`src/hdl/aswc_pkg.sv`:
```
package aswc_pkg;

    // Channel count of one scan (default for the top-level parameter)
    localparam int CHANNEL_COUNT_DEF = 40;

    // Fixed field widths
    localparam int CHAN_W   = 6;
    localparam int SAMPLE_W = 8;
    localparam int WORD_W   = 40;
    localparam int THR_W    = 8;

    // Channel specials
    localparam logic [CHAN_W-1:0] FORCED_LOW_CH  = 6'd38;
    localparam logic [CHAN_W-1:0] FORCED_HIGH_CH = 6'd6;
    localparam logic [CHAN_W-1:0] ALT_LOW_FIRST  = 6'd28;
    localparam logic [CHAN_W-1:0] ALT_LOW_LAST   = 6'd31;
    localparam logic [CHAN_W-1:0] ALT_HIGH_A     = 6'd32;
    localparam logic [CHAN_W-1:0] ALT_HIGH_B     = 6'd33;
    localparam int KEY_SRC_BIT = 9;
    localparam int KEY_DST_BIT = 6;

    // Fixed floor of the low-only style
    localparam logic [THR_W-1:0] LOW_FLOOR = 8'd10;

    // Threshold reset values
    localparam logic [THR_W-1:0] LOW_THR_RST   = 8'd80;
    localparam logic [THR_W-1:0] HIGH_THR_RST  = 8'd170;
    localparam logic [THR_W-1:0] FLOOR_THR_RST = 8'd10;

    // Style codes
    typedef enum logic [1:0] {
        STYLE_LOW_ONLY  = 2'd0,
        STYLE_HIGH_ONLY = 2'd1,
        STYLE_HIGH_LOW  = 2'd2,
        STYLE_NONE      = 2'd3
    } style_t;

    // Register indexes of the configuration port
    typedef enum logic [2:0] {
        REG_STYLE_LOW      = 3'd0,
        REG_STYLE_HIGH     = 3'd1,
        REG_POLARITY       = 3'd2,
        REG_LOW_THR        = 3'd3,
        REG_LOW_THR_ALT    = 3'd4,
        REG_HIGH_THR       = 3'd5,
        REG_HIGH_THR_ALT   = 3'd6,
        REG_FLOOR_THR      = 3'd7
    } reg_idx_t;

    // Configuration register set
    typedef struct packed {
        logic [63:0]       style_low;
        logic [15:0]       style_high;
        logic [WORD_W-1:0] polarity_map;
        logic [THR_W-1:0]  low_thr;
        logic [THR_W-1:0]  low_thr_alt;
        logic [THR_W-1:0]  high_thr;
        logic [THR_W-1:0]  high_thr_alt;
        logic [THR_W-1:0]  floor_thr;
    } cfg_t;

    // Classifier decision for one sample
    typedef struct packed {
        logic hit;   // channel in range and style is not none
        logic value; // new scan bit
    } cls_t;

endpackage

```
`src/hdl/aswc_classify.sv`:
```
module aswc_classify
    import aswc_pkg::*;
#(
    parameter int CHANNEL_COUNT = CHANNEL_COUNT_DEF
)
(
    input  logic [CHAN_W-1:0]   channel,
    input  logic [SAMPLE_W-1:0] sample,
    input  cfg_t                cfg,
    output cls_t                cls
);

    localparam logic [CHAN_W:0] COUNT_LIM = (CHAN_W+1)'(CHANNEL_COUNT);

    logic [79:0]      style_all;
    logic [79:0]      style_shift;
    logic [WORD_W-1:0] pol_shift;
    style_t           style;
    logic             in_range;
    logic             alt_low;
    logic             alt_high;
    logic [THR_W-1:0] low_thr;
    logic [THR_W-1:0] high_thr;
    logic             pol;
    logic             above_floor;

    // Look up the channel's style, applying the forced channels
    always_comb
    begin
        style_all   = {cfg.style_high, cfg.style_low};
        style_shift = style_all >> {channel, 1'b0};
        if (channel == FORCED_LOW_CH)
            style = STYLE_LOW_ONLY;
        else if (channel == FORCED_HIGH_CH)
            style = STYLE_HIGH_ONLY;
        else
            style = style_t'(style_shift[1:0]);
    end

    // Select thresholds and polarity
    always_comb
    begin
        in_range    = {1'b0, channel} < COUNT_LIM;
        alt_low     = ((channel >= ALT_LOW_FIRST) && (channel <= ALT_LOW_LAST))
                      || (channel == FORCED_LOW_CH);
        alt_high    = (channel == ALT_HIGH_A) || (channel == ALT_HIGH_B);
        low_thr     = alt_low ? cfg.low_thr_alt : cfg.low_thr;
        high_thr    = alt_high ? cfg.high_thr_alt : cfg.high_thr;
        pol_shift   = cfg.polarity_map >> channel;
        pol         = pol_shift[0];
        above_floor = sample > cfg.floor_thr;
    end

    // Decide the scan bit
    always_comb
    begin
        cls.hit   = in_range;
        cls.value = 1'b0;
        case (style)
            STYLE_LOW_ONLY:
            begin
                cls.value = (sample < low_thr) && (sample > LOW_FLOOR);
            end
            STYLE_HIGH_ONLY:
            begin
                cls.value = sample > high_thr;
            end
            STYLE_HIGH_LOW:
            begin
                if ((sample > cfg.high_thr) && above_floor)
                    cls.value = pol;
                else if ((sample < cfg.low_thr) && above_floor)
                    cls.value = ~pol;
                else
                    cls.value = 1'b0;
            end
            default:
            begin
                cls.hit = 1'b0;
            end
        endcase
    end

endmodule

```
`src/hdl/analog_switch_input_classifier.sv`:
```
// Analog switch input classifier.
// Input stream: one ADC sample per request; s_tdata carries channel and sample,
// s_tlast marks the last channel of a scan. Each sample is classified by the
// channel's style and thresholds and written into the scan word.
// Output stream: one request per scan, issued for the sample marked s_tlast;
// m_tdata is the published switch word, m_tuser is the send flag (word updated).
// A sample is taken into the input register, classified and merged from there,
// and on a scan end its result is loaded into the output register when the input
// register advances; the output register drives m_tvalid.
// Throughput: one sample per cycle while no scan end is held; the classify and
// 40-bit compare path between the input register and the scan and output registers
// sets that figure. When the receiver stalls, the output register holds its result;
// samples keep flowing until a second scan end meets the full output register,
// which then holds that sample in the input register and drops s_tready.
// Reset clears the scan, stable and published words and loads the register
// defaults. Configuration is written over the APB port at byte address 8*i.
module analog_switch_input_classifier
    import aswc_pkg::*;
#(
    parameter int CHANNEL_COUNT = CHANNEL_COUNT_DEF
)
(
    input  logic        clk,
    input  logic        rst_n,
    // Sample stream
    input  logic        s_tvalid,
    output logic        s_tready,
    input  logic [15:0] s_tdata,  // [5:0] channel, [13:6] sample, [15:14] zero
    input  logic        s_tlast,  // scan_end
    // Result stream
    output logic        m_tvalid,
    input  logic        m_tready,
    output logic [39:0] m_tdata,  // [39:0] published_word
    output logic        m_tuser,  // [0] send_event
    // Configuration port
    input  logic        psel,
    input  logic        penable,
    input  logic        pwrite,
    input  logic [5:0]  paddr,
    input  logic [63:0] pwdata,
    output logic [63:0] prdata,
    output logic        pready
);

    localparam int CW = CHANNEL_COUNT;
    localparam logic [CW-1:0] KEY_SRC_MASK = CW'(1) << KEY_SRC_BIT;
    localparam logic [CW-1:0] KEY_DST_MASK = CW'(1) << KEY_DST_BIT;

    cfg_t                cfg_reg;
    reg_idx_t            reg_idx;

    logic                in_valid_reg;
    logic [CHAN_W-1:0]   chan_reg;
    logic [SAMPLE_W-1:0] sample_reg;
    logic                last_reg;

    logic [CW-1:0]       scan_reg;
    logic [CW-1:0]       scan_next;
    logic [CW-1:0]       stable_reg;
    logic [CW-1:0]       stable_next;
    logic [CW-1:0]       pub_reg;
    logic [CW-1:0]       pub_next;

    logic                out_valid_reg;
    logic                out_valid_next;
    logic [WORD_W-1:0]   out_word_reg;
    logic                out_send_reg;
    logic                send_next;

    cls_t                cls;
    logic [CW-1:0]       chan_mask;
    logic [CW-1:0]       scan_upd;
    logic                advance;
    logic                in_take;
    logic                cfg_wr;

    // Configuration write and read-back
    assign pready  = 1'b1;
    assign reg_idx = reg_idx_t'(paddr[5:3]);
    assign cfg_wr  = psel && penable && pwrite && pready;

    always_ff @(posedge clk or negedge rst_n)
    begin
        if (!rst_n)
        begin
            cfg_reg.style_low    <= '0;
            cfg_reg.style_high   <= '0;
            cfg_reg.polarity_map <= '0;
            cfg_reg.low_thr      <= LOW_THR_RST;
            cfg_reg.low_thr_alt  <= LOW_THR_RST;
            cfg_reg.high_thr     <= HIGH_THR_RST;
            cfg_reg.high_thr_alt <= HIGH_THR_RST;
            cfg_reg.floor_thr    <= FLOOR_THR_RST;
        end
        else if (cfg_wr)
        begin
            case (reg_idx)
                REG_STYLE_LOW:    cfg_reg.style_low    <= pwdata;
                REG_STYLE_HIGH:   cfg_reg.style_high   <= pwdata[15:0];
                REG_POLARITY:     cfg_reg.polarity_map <= pwdata[WORD_W-1:0];
                REG_LOW_THR:      cfg_reg.low_thr      <= pwdata[THR_W-1:0];
                REG_LOW_THR_ALT:  cfg_reg.low_thr_alt  <= pwdata[THR_W-1:0];
                REG_HIGH_THR:     cfg_reg.high_thr     <= pwdata[THR_W-1:0];
                REG_HIGH_THR_ALT: cfg_reg.high_thr_alt <= pwdata[THR_W-1:0];
                REG_FLOOR_THR:    cfg_reg.floor_thr    <= pwdata[THR_W-1:0];
                default:          ;
            endcase
        end
    end

    always_comb
    begin
        case (reg_idx)
            REG_STYLE_LOW:    prdata = cfg_reg.style_low;
            REG_STYLE_HIGH:   prdata = 64'(cfg_reg.style_high);
            REG_POLARITY:     prdata = 64'(cfg_reg.polarity_map);
            REG_LOW_THR:      prdata = 64'(cfg_reg.low_thr);
            REG_LOW_THR_ALT:  prdata = 64'(cfg_reg.low_thr_alt);
            REG_HIGH_THR:     prdata = 64'(cfg_reg.high_thr);
            REG_HIGH_THR_ALT: prdata = 64'(cfg_reg.high_thr_alt);
            REG_FLOOR_THR:    prdata = 64'(cfg_reg.floor_thr);
            default:          prdata = '0;
        endcase
    end

    // Hold a scan end in the input register only while the result slot is full
    assign advance  = in_valid_reg && (!last_reg || !out_valid_reg || m_tready);
    assign s_tready = !in_valid_reg || advance;
    assign in_take  = s_tvalid && s_tready;

    always_ff @(posedge clk or negedge rst_n)
    begin
        if (!rst_n)
            in_valid_reg <= 1'b0;
        else if (in_take || advance)
            in_valid_reg <= in_take;
    end

    always_ff @(posedge clk)
    begin
        if (in_take)
        begin
            chan_reg   <= s_tdata[CHAN_W-1:0];
            sample_reg <= s_tdata[CHAN_W+SAMPLE_W-1:CHAN_W];
            last_reg   <= s_tlast;
        end
    end

    aswc_classify #(
        .CHANNEL_COUNT (CHANNEL_COUNT)
    ) u_classify (
        .channel (chan_reg),
        .sample  (sample_reg),
        .cfg     (cfg_reg),
        .cls     (cls)
    );

    // Merge the bit and close the scan
    always_comb
    begin
        chan_mask   = CW'(1) << chan_reg;
        scan_upd    = scan_reg;
        if (cls.hit)
            scan_upd = (scan_reg & ~chan_mask) | (cls.value ? chan_mask : '0);
        scan_next   = scan_upd;
        stable_next = stable_reg;
        pub_next    = pub_reg;
        send_next   = 1'b0;
        if (last_reg)
        begin
            if (scan_upd != stable_reg)
            begin
                stable_next = scan_upd;
            end
            else if (pub_reg != stable_reg)
            begin
                if ((scan_upd & KEY_SRC_MASK) != '0)
                    scan_next = scan_upd | KEY_DST_MASK;
                pub_next  = scan_next;
                send_next = 1'b1;
            end
            if ((scan_next & KEY_SRC_MASK) != '0)
                pub_next = pub_next | KEY_DST_MASK;
        end
    end

    always_ff @(posedge clk or negedge rst_n)
    begin
        if (!rst_n)
        begin
            scan_reg   <= '0;
            stable_reg <= '0;
            pub_reg    <= '0;
        end
        else if (advance)
        begin
            scan_reg   <= scan_next;
            stable_reg <= stable_next;
            pub_reg    <= pub_next;
        end
    end

    // Result register
    always_comb
    begin
        out_valid_next = out_valid_reg && !m_tready;
        if (advance && last_reg)
            out_valid_next = 1'b1;
    end

    always_ff @(posedge clk or negedge rst_n)
    begin
        if (!rst_n)
            out_valid_reg <= 1'b0;
        else
            out_valid_reg <= out_valid_next;
    end

    always_ff @(posedge clk)
    begin
        if (advance && last_reg)
        begin
            out_word_reg <= WORD_W'(pub_next);
            out_send_reg <= send_next;
        end
    end

    assign m_tvalid = out_valid_reg;
    assign m_tdata  = out_word_reg;
    assign m_tuser  = out_send_reg;

endmodule

```
`config.mk`:
```
export PLATFORM = sky130hd
export DESIGN_NAME = analog_switch_input_classifier
export DESIGN_NICKNAME = d
export VERILOG_FILES = /design/src/hdl/aswc_pkg.sv /design/src/hdl/aswc_classify.sv /design/src/hdl/analog_switch_input_classifier.sv
export SDC_FILE = /design/constraint.sdc
export NUM_CORES = 1
export LEC_CHECK = 0
export BUFFER_PORTS_ARGS = -buffer_cell sky130_fd_sc_hd__clkbuf_2
export CAP_MARGIN = 20
export CORE_MARGIN = 2
export CORE_UTILIZATION = 54
export DETAILED_ROUTE_END_ITERATION = 10
export PLACE_DENSITY = 0.77
export SYNTH_ARGS = -nofsm -noshare
export SYNTH_HDL_FRONTEND = slang
export SYNTH_SLANG_ARGS = --single-unit
```
`constraint.sdc`:
```
create_clock -name clk -period 5.1 [get_ports clk]
set_input_delay 1.02 -clock clk [delete_from_list [all_inputs] [get_ports clk]]
set_output_delay 1.02 -clock clk [all_outputs]
set_load 0.02 [all_outputs]
```
==> key figures <==
Status
  • Status: completed

GRT
  • Global-route wire length before repair: 91700 um
  • Initial antenna violation count: 0
  • Total GRT Usage: 33.4%
  • Total gr overflow: 0
  • Largest net degree at the start of global routing: 128
  • Vias in the first global route: 15000

Run
  • Max_cap viols: 0

Yosys
  • Register area share after synthesis: 46.5%
  • Register bit count reported by yosys: 338
  • Avg Cell Area, Syn: 11.1 um2
  • Synth area leaders: dfrtp_1 (36%), mux2_2 (10%), edfxtp_1 (8.9%)
  • Number of flops mapped to enable cells by yosys: 56
  • Largest area contributor in the synthesized netlist: dfrtp_1
  • Top FF cell, synth: dfrtp_1
  • Gate Count Post-Synth: 1704
  • Ys async rst share: 83.4%
  • Syn nets: 1836
  • Post-Syn Area: 18800 um2
  • Synthesis Warnings: 0
  • Unique cell type count in the Yosys netlist: 77
  • Synth top area share: 35.6%

Routing
  • Met3 Wirelength: 5420 um
  • M1 WL: 26400 um
  • DRT Pass-1 Iters: 6
  • WL met2: 27100 um
  • DRC: 0
  • WL/cell: 25.1 um
  • Via count: 15200
  • Top Metal Used: met4
  • Final ANT Viol Nets: 0
  • 1st-iter DRT viols: 1477
  • Drt via density: 6.28
  • Total wire length: 60700 um

Cells and area
  • Nets: 2067
  • Fin cells: 2419
  • Fill cells: 2674
  • Antenna cell count: 0
  • Fin util: 64.4%
  • Proportion of layout cells with a drive suffix above 1: 29.0%
  • Number of flip-flops under the largest register name: 160
  • P&R area growth vs syn: 17.8%

Min path
  • Worst hold path type: reg -> reg
  • Worst hold path depth: 2

STA
  • Least-Margin Pin Slew: 1.01 ns
  • Final Hold Fails: 0
  • Shortest period the worst path allows: 4.96 ns
  • Final period util: 97.3%
  • Setup TNS: 0 ns
  • Worst setup margin: 0.138 ns
  • Setup Skew: 0.0258 ns
  • Slew margin rel.: 32.6%
  • Final setup violation count: 0
  • Final hold slack: 0.511 ns
  • Slew Limit Fails: 0
  • Max Freq: 202 MHz

Worst setup path
  • R2r worst-path depth: 14
  • CP arrival: 5.26 ns
  • Crit Path Class: reg -> reg
  • Worst path max stage delay: 0.59 ns
  • CP cell instances: buf_4 -> nor2_1 -> and2_1 -> nand2_1 -> a2111oi_0 -> nand4_1 -> nor4_1 -> o21ai_0 -> or4_1 -> nor4_2 -> nand4_1 -> buf_4 -> clkbuf_16 -> mux2_1
  • Data required time of the worst path: 5.40 ns
  • Nature of the critical path endpoint: flip-flop
  • CP max FO: 14
  • Startpoint Class: flip-flop
  • CP max stage cell: or4_1

Placement
  • DP HPWL: 43700 um
  • Placer Congestion: 1.02
  • Inst Count DP: 2341
  • Port bufs: 195
  • Dpl ws: 0.133 ns

Floorplan
  • Core area: 34500 um2
  • Rows: 68
  • Die width: 191 um
  • Initial Util: 54.6%
  • Die area: 36400 um2
  • I/O pins: 202
  • Die Ht: 191 um

Power and ir drop
  • VDD IR max: 0.318 mV
  • Power per Cell Area: 427 nW/um2
  • Leak: 10.3 nW

CTS
  • TritonCTS clock tree: built
  • Clk buf depth: 3
  • Clock sink count: 338
  • Worst-path clk slew: 0.06 ns
  • Num CTS Buffers: 38
  • Latest clock arrival within the worst-skew pair: 0.56 ns
  • H-tree depth: 2
  • Root Driver: clkbuf_16
-- final cells by class --
cell class                      count  area [um2]  area share, %
Sequential cell                   338        8760           39.5
Clock buffer                       54        1100           4.97
Multi-Input combinational cell   1216        9530           42.9
Tap cell                          455         569           2.57
Timing Repair Buffer              292        1860           8.39
Inverter                           49         184          0.829
Clock inverter                     15         189          0.851
-- metal layers --
layer / GRT usage (%) / vias to the layer above
met4: 10.6 / 0
met1: 47.5 / 7612
met5: 0 / -
met2: 51.3 / 730
met3: 7.16 / 120
li1: - / 6740
-- critical path, delay by kind of cell, from the launching register on --
kind                   cells  cell delay [ns]
buffers and inverters      3             0.59
AND/OR/NAND/NOR            8             2.56
multiplexers               1             0.33
flip-flops                 1             0.42
AO/OA/AOI/OAI              2             0.79
-- synthesized netlist by cell type, types with 42 or more instances --
library cell,n
xnor2_1,42
mux2_2,171
o21ai_0,67
mux2i_1,65
a21oi_1,75
nor2_1,98
dfrtp_1,268
inv_1,49
edfxtp_1,56
nand2_1,148
clkbuf_1,65
mux2_1,118
-- report_power, final --
group / switching, mW / internal [mW] / leakage [nW] / total [mW]
Clock: 1.13 / 1.72 / 0.638 / 2.85
Sequential: 0.641 / 3.28 / 4.17 / 3.92
Combinational: 1.54 / 1.16 / 5.52 / 2.70
-- metrics by stage --
step	instance area [um2]	power [mW]
after floorplan	18900	5.42
after global placement	20800	6.48
after detailed placement	20800	6.55
after CTS	22100	9.42
after global routing	22200	9.86
final	22200	9.47
-- cell usage in the layout (no fill, tap or decap), drive strengths merged, types with 27 or more instances in the layout --
cell type and count:
dfrtp 268, edfxtp 56, nand3 27, nor2 98
o21ai 68, a22o 31, nand2 148, and2 35
mux2i 65, mux2 289, buf 95, ha 38
a21oi 75, inv 51, xnor2 42, clkbuf 251
-- path summary, 6_finish.rpt --
check | from | endpoint | slack, ns
max in group asynchronous | rst_n | pub_reg[37] | 3.39
worst max register to register | chan_reg[5] | m_tdata[12] | 0.14
worst max-delay path | chan_reg[5] | m_tdata[12] | 0.14
min in group asynchronous | rst_n | cfg_reg[65] | 0.58
worst min register to register | scan_reg[1] | scan_reg[1] | 0.51
worst min-delay path | scan_reg[1] | scan_reg[1] | 0.51
-- cells by family after synthesis --
group | after synthesis | share of synthesized area, %
multiplexers | 367 | 22.3
AO/OA/AOI/OAI | 324 | 11.7
other | 1 | 0.0199
flip-flops | 338 | 46.5
XOR/XNOR | 64 | 2.98
adder cells (fa/ha/maj) | 38 | 2.53
buffers and inverters | 150 | 3.28
AND/OR/NAND/NOR | 422 | 10.7
-- what timing repair did --
| item | in CTS | in global routing |
|---|---|---|
| setup endpoints to repair | 0 | 88 |
| hold buffers | 0 | 0 |
| gates resized for setup | 0 | 8 |
| setup buffers | 0 | 5 |
(Power assumes the default switching activity.)
